`src/sv/plc_pkg.sv`:
```
// Package for the password lock controller.
// Holds field widths, command, message and motor codes, register indexes and reset values.
// No dependencies.
package plc_pkg;

  // Field widths
  localparam int OPCODE_W   = 3;
  localparam int KEY_W      = 8;
  localparam int MSG_W      = 2;
  localparam int MOTOR_W    = 2;
  localparam int ATTEMPT_W  = 4;
  localparam int TICK_W     = 8;
  localparam int CFG_IDX_W  = 2;
  localparam int CFG_DATA_W = 8;

  // Command codes
  localparam logic [OPCODE_W-1:0] OP_SETUP  = 3'd0;
  localparam logic [OPCODE_W-1:0] OP_OPEN   = 3'd1;
  localparam logic [OPCODE_W-1:0] OP_CHANGE = 3'd2;
  localparam logic [OPCODE_W-1:0] OP_BYTE   = 3'd3;
  localparam logic [OPCODE_W-1:0] OP_TICK   = 3'd4;

  // Status message codes
  localparam logic [MSG_W-1:0] MSG_OK   = 2'd0;
  localparam logic [MSG_W-1:0] MSG_FAIL = 2'd1;
  localparam logic [MSG_W-1:0] MSG_DONE = 2'd2;

  // Motor drive codes
  localparam logic [MOTOR_W-1:0] MOTOR_STOP = 2'd0;
  localparam logic [MOTOR_W-1:0] MOTOR_CW   = 2'd1;
  localparam logic [MOTOR_W-1:0] MOTOR_ACW  = 2'd2;

  // Configuration register indexes
  localparam logic [CFG_IDX_W-1:0] REG_DOOR_TICKS   = 2'd0;
  localparam logic [CFG_IDX_W-1:0] REG_ALARM_TICKS  = 2'd1;
  localparam logic [CFG_IDX_W-1:0] REG_MAX_ATTEMPTS = 2'd2;

  // Configuration reset values
  localparam logic [TICK_W-1:0]    DOOR_TICKS_RST   = 8'd15;
  localparam logic [TICK_W-1:0]    ALARM_TICKS_RST  = 8'd60;
  localparam logic [ATTEMPT_W-1:0] MAX_ATTEMPTS_RST = 4'd3;

  // Saturation limits of the counters
  localparam logic [TICK_W-1:0]    TICK_MAX    = 8'd255;
  localparam logic [ATTEMPT_W-1:0] ATTEMPT_MAX = 4'd15;

endpackage

```
`src/sv/plc_cmd_if.sv`:
```
// Command channel of the password lock controller: valid/ready plus command payload.
// Depends on plc_pkg for field widths.
interface plc_cmd_if
  import plc_pkg::*;
();
  logic                valid;
  logic                ready;
  logic [OPCODE_W-1:0] opcode;
  logic [KEY_W-1:0]    key_byte;
  logic                pir_present;

  modport source (output valid, output opcode, output key_byte, output pir_present,
                  input ready);
  modport sink   (input valid, input opcode, input key_byte, input pir_present,
                  output ready);
endinterface

```
`src/sv/plc_status_if.sv`:
```
// Status channel of the password lock controller: valid/ready plus result payload.
// Depends on plc_pkg for field widths.
interface plc_status_if
  import plc_pkg::*;
();
  logic                 valid;
  logic                 ready;
  logic                 message_valid;
  logic [MSG_W-1:0]     message;
  logic [MOTOR_W-1:0]   motor_drive;
  logic                 alarm_buzzer;
  logic [ATTEMPT_W-1:0] attempts_seen;

  modport source (output valid, output message_valid, output message, output motor_drive,
                  output alarm_buzzer, output attempts_seen, input ready);
  modport sink   (input valid, input message_valid, input message, input motor_drive,
                  input alarm_buzzer, input attempts_seen, output ready);
endinterface

```
`src/sv/password_lock_controller.sv`:
```
// Digital combination lock controller. Each command transaction (start setup, start
// open, start change, one password byte, or one timer tick with the motion-sensor
// level) updates the lock state in the cycle it is accepted and produces exactly one
// status transaction, held in an output register. Throughput is one transaction per
// clock: the whole update is a single compare/count step against registered state,
// and the command side stays ready while the output register is empty or being
// drained in the same cycle. Each status is presented in the cycle after its command
// is accepted. The stored password is cleared by reset; configuration writes are
// taken at any time but are meant for idle periods.
// Depends on plc_pkg, plc_cmd_if and plc_status_if.
module password_lock_controller
  import plc_pkg::*;
#(
  parameter int PASSWORD_LENGTH = 5
) (
  input  logic                  clk,
  input  logic                  rst,
  input  logic                  wr_en,
  input  logic [CFG_IDX_W-1:0]  wr_index,
  input  logic [CFG_DATA_W-1:0] wr_data,
  plc_cmd_if.sink               cmd,
  plc_status_if.source          status
);

  localparam int IDX_W = (PASSWORD_LENGTH > 1) ? $clog2(PASSWORD_LENGTH) : 1;
  localparam logic [IDX_W-1:0] LAST_IDX = IDX_W'(PASSWORD_LENGTH - 1);

  typedef enum logic [3:0] {
    PH_IDLE, PH_SETUP_A, PH_SETUP_B, PH_OPEN, PH_CHANGE,
    PH_CW, PH_SENSE, PH_WAIT_CLEAR, PH_ACW, PH_ALARM
  } phase_t;

  // Configuration registers
  logic [TICK_W-1:0]    door_ticks;
  logic [TICK_W-1:0]    alarm_ticks;
  logic [ATTEMPT_W-1:0] max_attempts;

  // Lock state
  phase_t               phase, phase_next;
  logic [IDX_W-1:0]     byte_index, byte_index_next;
  logic                 mismatch_seen, mismatch_seen_next;
  logic [ATTEMPT_W-1:0] failed_attempts, failed_attempts_next;
  logic [TICK_W-1:0]    tick_count, tick_count_next;
  logic [KEY_W-1:0]     first_entry     [PASSWORD_LENGTH];
  logic [KEY_W-1:0]     stored_password [PASSWORD_LENGTH];

  // Step results
  logic                 take;
  logic                 msg_v;
  logic [MSG_W-1:0]     msg_c;
  logic                 entry_we;
  logic                 copy_password;
  logic                 entry_phase;
  logic                 last_byte;
  logic                 byte_mismatch;
  logic                 mismatch_acc;
  logic [TICK_W-1:0]    tick_inc;
  logic [TICK_W-1:0]    tick_limit;
  logic                 tick_done;
  logic [ATTEMPT_W-1:0] fail_inc;
  logic [MOTOR_W-1:0]   motor_next;

  // Accept a command whenever the output register can take its result
  assign cmd.ready = !status.valid || status.ready;
  assign take      = cmd.valid && cmd.ready;

  // Configuration writes; indexes beyond the list are dropped
  always_ff @(posedge clk) begin
    if (rst) begin
      door_ticks   <= DOOR_TICKS_RST;
      alarm_ticks  <= ALARM_TICKS_RST;
      max_attempts <= MAX_ATTEMPTS_RST;
    end else if (wr_en) begin
      if (wr_index == REG_DOOR_TICKS)   door_ticks   <= wr_data;
      if (wr_index == REG_ALARM_TICKS)  alarm_ticks  <= wr_data;
      if (wr_index == REG_MAX_ATTEMPTS) max_attempts <= wr_data[ATTEMPT_W-1:0];
    end
  end

  // Shared compare and count terms
  assign entry_phase = (phase == PH_SETUP_A) || (phase == PH_SETUP_B) ||
                       (phase == PH_OPEN) || (phase == PH_CHANGE);
  assign last_byte   = (byte_index == LAST_IDX);
  assign byte_mismatch = (phase == PH_SETUP_B) ? (first_entry[byte_index] != cmd.key_byte)
                                               : (stored_password[byte_index] != cmd.key_byte);
  assign mismatch_acc = mismatch_seen || ((phase != PH_SETUP_A) && byte_mismatch);
  assign tick_inc   = (tick_count == TICK_MAX) ? TICK_MAX : tick_count + 1'b1;
  assign tick_limit = (phase == PH_ALARM) ? alarm_ticks : door_ticks;
  assign tick_done  = (tick_inc >= tick_limit);
  assign fail_inc   = (failed_attempts == ATTEMPT_MAX) ? ATTEMPT_MAX : failed_attempts + 1'b1;

  // Next state and message for one command
  always_comb begin
    phase_next           = phase;
    byte_index_next      = byte_index;
    mismatch_seen_next   = mismatch_seen;
    failed_attempts_next = failed_attempts;
    tick_count_next      = tick_count;
    msg_v                = 1'b0;
    msg_c                = MSG_OK;
    entry_we             = 1'b0;
    copy_password        = 1'b0;

    if (cmd.opcode == OP_SETUP || cmd.opcode == OP_OPEN || cmd.opcode == OP_CHANGE) begin
      // Start an entry only from idle
      if (phase == PH_IDLE) begin
        byte_index_next    = '0;
        mismatch_seen_next = 1'b0;
        if (cmd.opcode == OP_SETUP)     phase_next = PH_SETUP_A;
        else if (cmd.opcode == OP_OPEN) phase_next = PH_OPEN;
        else                            phase_next = PH_CHANGE;
      end
    end else if (cmd.opcode == OP_BYTE) begin
      if (entry_phase) begin
        entry_we           = (phase == PH_SETUP_A);
        mismatch_seen_next = mismatch_acc;
        byte_index_next    = last_byte ? '0 : byte_index + 1'b1;
        if (last_byte) begin
          // Close the entry
          priority case (phase)
            PH_SETUP_A: begin
              phase_next         = PH_SETUP_B;
              mismatch_seen_next = 1'b0;
            end
            PH_SETUP_B: begin
              msg_v              = 1'b1;
              mismatch_seen_next = 1'b0;
              if (mismatch_acc) begin
                msg_c      = MSG_FAIL;
                phase_next = PH_SETUP_A;
              end else begin
                msg_c         = MSG_OK;
                copy_password = 1'b1;
                phase_next    = PH_IDLE;
              end
            end
            default: begin
              // Open or change
              msg_v = 1'b1;
              if (mismatch_acc) begin
                msg_c                = MSG_FAIL;
                failed_attempts_next = fail_inc;
                if (fail_inc >= max_attempts) begin
                  phase_next      = PH_ALARM;
                  tick_count_next = '0;
                end else begin
                  phase_next = PH_IDLE;
                end
              end else begin
                msg_c                = MSG_OK;
                failed_attempts_next = '0;
                if (phase == PH_OPEN) begin
                  phase_next      = PH_CW;
                  tick_count_next = '0;
                end else begin
                  phase_next         = PH_SETUP_A;
                  mismatch_seen_next = 1'b0;
                end
              end
            end
          endcase
        end
      end
    end else if (cmd.opcode == OP_TICK) begin
      unique case (phase)
        PH_CW: begin
          tick_count_next = tick_done ? '0 : tick_inc;
          if (tick_done) phase_next = PH_SENSE;
        end
        PH_SENSE: begin
          msg_v = 1'b1;
          if (cmd.pir_present) begin
            msg_c      = MSG_OK;
            phase_next = PH_WAIT_CLEAR;
          end else begin
            msg_c           = MSG_FAIL;
            phase_next      = PH_ACW;
            tick_count_next = '0;
          end
        end
        PH_WAIT_CLEAR: begin
          if (!cmd.pir_present) begin
            msg_v           = 1'b1;
            msg_c           = MSG_DONE;
            phase_next      = PH_ACW;
            tick_count_next = '0;
          end
        end
        PH_ACW: begin
          tick_count_next = tick_done ? '0 : tick_inc;
          if (tick_done) phase_next = PH_IDLE;
        end
        PH_ALARM: begin
          tick_count_next = tick_done ? '0 : tick_inc;
          if (tick_done) begin
            failed_attempts_next = '0;
            phase_next           = PH_IDLE;
          end
        end
        default: ;
      endcase
    end
  end

  // Motor level after the step
  always_comb begin
    unique case (phase_next)
      PH_CW:   motor_next = MOTOR_CW;
      PH_ACW:  motor_next = MOTOR_ACW;
      default: motor_next = MOTOR_STOP;
    endcase
  end

  // Advance control state on each accepted transaction
  always_ff @(posedge clk) begin
    if (rst) begin
      phase           <= PH_IDLE;
      byte_index      <= '0;
      mismatch_seen   <= 1'b0;
      failed_attempts <= '0;
      tick_count      <= '0;
    end else if (take) begin
      phase           <= phase_next;
      byte_index      <= byte_index_next;
      mismatch_seen   <= mismatch_seen_next;
      failed_attempts <= failed_attempts_next;
      tick_count      <= tick_count_next;
    end
  end

  // Hold the first setup entry
  always_ff @(posedge clk) begin
    if (take && entry_we) begin
      first_entry[byte_index] <= cmd.key_byte;
    end
  end

  // Store the password once both setup entries agree
  always_ff @(posedge clk) begin
    if (rst) begin
      for (int i = 0; i < PASSWORD_LENGTH; i++) stored_password[i] <= '0;
    end else if (take && copy_password) begin
      for (int i = 0; i < PASSWORD_LENGTH; i++) stored_password[i] <= first_entry[i];
    end
  end

  // Output register: load on accept, drop when taken
  always_ff @(posedge clk) begin
    if (rst) begin
      status.valid <= 1'b0;
    end else if (take) begin
      status.valid <= 1'b1;
    end else if (status.ready) begin
      status.valid <= 1'b0;
    end
  end

  always_ff @(posedge clk) begin
    if (take) begin
      status.message_valid <= msg_v;
      status.message       <= msg_c;
      status.motor_drive   <= motor_next;
      status.alarm_buzzer  <= (phase_next == PH_ALARM);
      status.attempts_seen <= failed_attempts_next;
    end
  end

endmodule

```
`src/flat_wrapper.sv`:
```
// flat-port wrapper written by rule: the top's interface ports become plain ports
module password_lock_controller_flat import plc_pkg::*;
#(
  parameter int PASSWORD_LENGTH = 5
)
  (clk, rst, wr_en, wr_index, wr_data, cmd_valid, cmd_opcode, cmd_key_byte, cmd_pir_present, cmd_ready, status_valid, status_message_valid, status_message, status_motor_drive, status_alarm_buzzer, status_attempts_seen, status_ready);
  plc_cmd_if cmd_i ();
  plc_status_if status_i ();
  input  logic clk;
  input  logic rst;
  input  logic wr_en;
  input  logic [CFG_IDX_W-1:0] wr_index;
  input  logic [CFG_DATA_W-1:0] wr_data;
  input wire logic [$bits(cmd_i.valid)-1:0] cmd_valid;
  input wire logic [$bits(cmd_i.opcode)-1:0] cmd_opcode;
  input wire logic [$bits(cmd_i.key_byte)-1:0] cmd_key_byte;
  input wire logic [$bits(cmd_i.pir_present)-1:0] cmd_pir_present;
  output wire logic [$bits(cmd_i.ready)-1:0] cmd_ready;
  output wire logic [$bits(status_i.valid)-1:0] status_valid;
  output wire logic [$bits(status_i.message_valid)-1:0] status_message_valid;
  output wire logic [$bits(status_i.message)-1:0] status_message;
  output wire logic [$bits(status_i.motor_drive)-1:0] status_motor_drive;
  output wire logic [$bits(status_i.alarm_buzzer)-1:0] status_alarm_buzzer;
  output wire logic [$bits(status_i.attempts_seen)-1:0] status_attempts_seen;
  input wire logic [$bits(status_i.ready)-1:0] status_ready;
  assign cmd_i.valid = cmd_valid;
  assign cmd_i.opcode = cmd_opcode;
  assign cmd_i.key_byte = cmd_key_byte;
  assign cmd_i.pir_present = cmd_pir_present;
  assign cmd_ready = cmd_i.ready;
  assign status_valid = status_i.valid;
  assign status_message_valid = status_i.message_valid;
  assign status_message = status_i.message;
  assign status_motor_drive = status_i.motor_drive;
  assign status_alarm_buzzer = status_i.alarm_buzzer;
  assign status_attempts_seen = status_i.attempts_seen;
  assign status_i.ready = status_ready;
  password_lock_controller #(.PASSWORD_LENGTH(PASSWORD_LENGTH)) u_core (.clk(clk), .rst(rst), .wr_en(wr_en), .wr_index(wr_index), .wr_data(wr_data), .cmd(cmd_i), .status(status_i));
endmodule
```
`config.mk`:
```
export PLATFORM = sky130hd
export DESIGN_NAME = password_lock_controller_flat
export DESIGN_NICKNAME = d
export VERILOG_FILES = /design/src/sv/plc_pkg.sv /design/src/sv/plc_cmd_if.sv /design/src/sv/plc_status_if.sv /design/src/sv/password_lock_controller.sv /design/src/flat_wrapper.sv
export SDC_FILE = /design/constraint.sdc
export NUM_CORES = 1
export LEC_CHECK = 0
export BUFFER_PORTS_ARGS = -buffer_cell sky130_fd_sc_hd__buf_2
export CELL_PAD_IN_SITES_DETAIL_PLACEMENT = 0
export CELL_PAD_IN_SITES_GLOBAL_PLACEMENT = 1
export CORE_MARGIN = 8
export CORE_UTILIZATION = 30
export CTS_BUF_LIST = sky130_fd_sc_hd__clkbuf_8
export DETAILED_ROUTE_END_ITERATION = 8
export HOLD_SLACK_MARGIN = 0.12
export PLACE_DENSITY = 0.51
export SLEW_MARGIN = 20
export SYNTH_ARGS = -nofsm -noshare
export SYNTH_HDL_FRONTEND = slang
export SYNTH_SLANG_ARGS = --single-unit
```
`constraint.sdc`:
```
create_clock -name clk -period 7 [get_ports clk]
set_input_delay 1.4 -clock clk [delete_from_list [all_inputs] [get_ports clk]]
set_output_delay 1.4 -clock clk [all_outputs]
set_load 0.05 [all_outputs]
```
==> results.py <==
metrics = {
    "cells_and_area": {
        "syn_to_final_growth_pct": 13.0,
        "fill_cells": 2552,
        "final_cell_mix": "114 x edfxtp_1, 58 x nand2_1, 57 x mux2i_1",
        "fin_util_pct": 34.1,
        "final_common_cell": "edfxtp_1",
        "final-instance-count-excl-fill": 1022,
        "fin_area_um2": 8790,
        "nets": 718,
        "n_antenna_cell": 0,
        "drive_gt1_share_pct": 17.5,
    },
    "grt": {
        "grt_pass1_wl_mm": 29.6,
        "first_global_vias": 5234,
        "grt_use_total_pct": 12.4,
        "antenna_found_initial": 0,
        "grt_start_max_net_pins": 41,
        "overflow": 0,
    },
    "sta": {
        "hold_slack_ns": 0.478,
        "fmax_mhz": 244,
        "skew_ns": 0.0202,
        "period_minus_slack_ns": 4.10,
        "fin_ws_ns": 2.90,
        "worstMarginPinSlew_ns": 1.10,
        "setup_viol": 0,
        "finalHoldViolations": 0,
        "drv_slew": 0,
        "post-route-period-util_pct": 58.6,
        "finalSetupTns_ns": 0,
        "relSlewSlack_pct": 25.9,
        "rsz0062_at_grt": "no",
    },
    "die": {
        "core_area_um2": 25800,
        "start_util_pct": 30.2,
        "fp.dieArea_um2": 31300,
        "die_h_um": 177,
        "pin_count": 39,
        "die_w_um": 177,
        "placementRows": 59,
    },
    "route": {
        "first_pass_iters": 4,
        "routed_via_density": 4.86,
        "wl_mm": 18.6,
        "drtAntennaViolNets": 0,
        "drc_errors": 0,
        "wl_per_cell_um": 18.2,
        "route.vias.total": 4971,
        "dr.first_iter.drc_count": 221,
    },
    "clocking": {
        "post_cts_buffers": 0,
        "cts_root_buf": "clkbuf_8",
        "clk_latency_ns": 0.46,
        "cts.sinks": 158,
        "postCtsHoldBufs": 0,
        "clockBufferDepth": 2,
        "cts_tree": "built",
        "clk_pin_slew_ns": 0.10,
        "cts_resized": 0,
        "htree_levels": 4,
        "numCtsBuffers": 17,
    },
    "setup_path": {
        "critical_path_peak_fanout": 18,
        "worst-path-buf-inv": 0,
        "path_class": "flop to flop",
        "crit_family": "simple AND/OR/NAND/NOR gates",
        "critical_path_arrival_ns": 4.31,
        "reg2regPathDepth": 13,
        "cp_cell_sequence": "nor2b_1 -> and2_1 -> mux2_2 -> ha_1 -> nand2b_1 -> a21o_1 -> a21o_1 -> a21oi_1 -> o21ai_0 -> and2_1 -> a31oi_1 -> a31oi_1 -> and4b_1",
        "crit_required_ns": 7.21,
        "end_kind": "flop",
        "start_kind": "flop",
        "startpoint": "u_core.phase[3]",
        "crit_cells": 13,
        "slowest_stage": "dfxtp_1",
        "critical-path-max-stage-delay_ns": 0.74,
        "timing.rr.start": "u_core.phase[3]",
    },
    "power_and_ir_drop": {
        "intPower_mw": 1.44,
        "vdd_ir_drop_max_mv": 0.102,
        "power_frac_comb_pct": 8.3,
        "netSwitchingPower_mw": 0.505,
        "finalPower_mw": 1.95,
        "pwr-share-clk_pct": 38.9,
        "leakage_nw": 3.23,
        "pwr-share-seq_pct": 52.8,
        "powerDensity_nw_per_um2": 221,
        "switching_share_pct": 26.0,
    },
    "yosys": {
        "yosysUniqueCellTypes": 62,
        "yosys_warnings": 0,
        "syn_inst": 636,
        "synth_nets": 679,
        "syn_area_um2": 7780,
        "syn_area_per_cell_um2": 12.2,
        "synth_edf_count": 114,
        "synth-main-ff-cell": "edfxtp_1",
        "ys_seq_area_share_pct": 55.3,
        "ys_ff_latch": 158,
        "async_flop_share_pct": 0,
    },
    "job": {
        "max-cap-violations": 0,
    },
    "placed_design": {
        "io_buffers": 38,
        "preCtsSetupSlack_ns": 2.68,
        "place_inst": 991,
        "gp_congestion": 0.793,
        "postPlaceCellArea_um2": 8360,
        "dpl.hpwl_mm": 12.5,
    },
    "run_status": {
        "status": "finished, final reports clean",
    },
    "hold_path": {
        "min_delay_path_depth": 2,
        "hp-class": "flop to flop",
        "hold_start": "u_core.door_ticks[2]",
    },
}
[area by class of cell]
type	instances	area, µm²	share of cell area [%]
Sequential cell	158	4300	49.0
Multi-Input combinational cell	429	3280	37.3
Tap cell	335	419	4.77
Timing Repair Buffer	52	295	3.36
Clock buffer	17	234	2.66
Clock inverter	14	199	2.26
Inverter	17	63.8	0.726
[power by group through the flow]
stage / registers [mW] / clock network, mW / logic, mW
after CTS: 1.03 / 0.781 / 0.164
after global routing: 1.03 / 0.821 / 0.179
after detailed placement: 1.05 / 0 / 0.164
after floorplan: 1.06 / 0 / 0.103
final: 1.03 / 0.757 / 0.162
after global placement: 1.05 / 0 / 0.162
[sequential cells by signal, indices dropped and copies added, names as in the netlist, named ones only]
signal and flops:
u_core.status.message_valid 1, u_core.status.attempts_seen 4, u_core.max_attempts 4, u_core.status.motor_drive 2
u_core.mismatch_seen 1, u_core.phase 4, u_core.first_entry 64, u_core.failed_attempts 4
u_core.status.alarm_buzzer 1, u_core.stored_password 40, u_core.status.message 2, u_core.alarm_ticks 8
u_core.byte_index 3, u_core.status.valid 1, u_core.tick_count 8, u_core.door_ticks 8
[worst min-delay path, cell delays in order, from the launching register on]
cell	delay, ns
dfxtp_1	0.34
mux2i_1	0.06
nand2_1	0.05
[final timing paths]
check	endpoint	slack [ns]
max	u_core.status.motor_drive[1]	2.90
min	u_core.door_ticks[2]	0.48
max reg2reg	u_core.status.motor_drive[1]	2.90
min reg2reg	u_core.door_ticks[2]	0.48
[cells in the mapped netlist (8+ instances only)]
| cell type | count | area share [%] |
|---|---|---|
| edfxtp_1 | 114 | 44 |
| nand2_1 | 58 | 2.8 |
| mux2i_1 | 57 | 7.3 |
| and2_1 | 49 | 3.9 |
| dfxtp_1 | 44 | 11 |
| nor2_1 | 37 | 1.8 |
| xor2_1 | 22 | 2.5 |
| o21ai_0 | 19 | 1.2 |
| mux4_2 | 18 | 5.2 |
| clkbuf_1 | 17 | 0.82 |
| a21oi_1 | 16 | 1.0 |
| ha_1 | 16 | 2.6 |
| inv_1 | 16 | 0.77 |
| nor3_1 | 13 | 0.84 |
| nand3_1 | 12 | 0.77 |
| a31oi_1 | 9 | 0.72 |
| xnor2_1 | 9 | 1.0 |
| nand2b_1 | 8 | 0.64 |
[cells by family (layout without fill, tap and decap cells)]
group                    Yosys count  after routing  synth area share [%]
buffers and inverters             49            100                  2.86
adder cells (fa/ha/maj)           16             16                  2.57
XOR/XNOR                          31             31                  3.49
multiplexers                      79             79                  13.1
AO/OA/AOI/OAI                     89             89                  8.17
flip-flops                       158            158                  55.3
AND/OR/NAND/NOR                  214            214                  14.4
[per-layer routing]
metal  GRT usage, %  up-vias  share of wire (%)
met5              0        -                  0
met1           14.2     2448                 43
li1               -     2430                  -
met4           3.71        0                1.1
met3           2.97       12                2.6
met2           22.5       81                 53
Power figures use the tool's default switching activity.
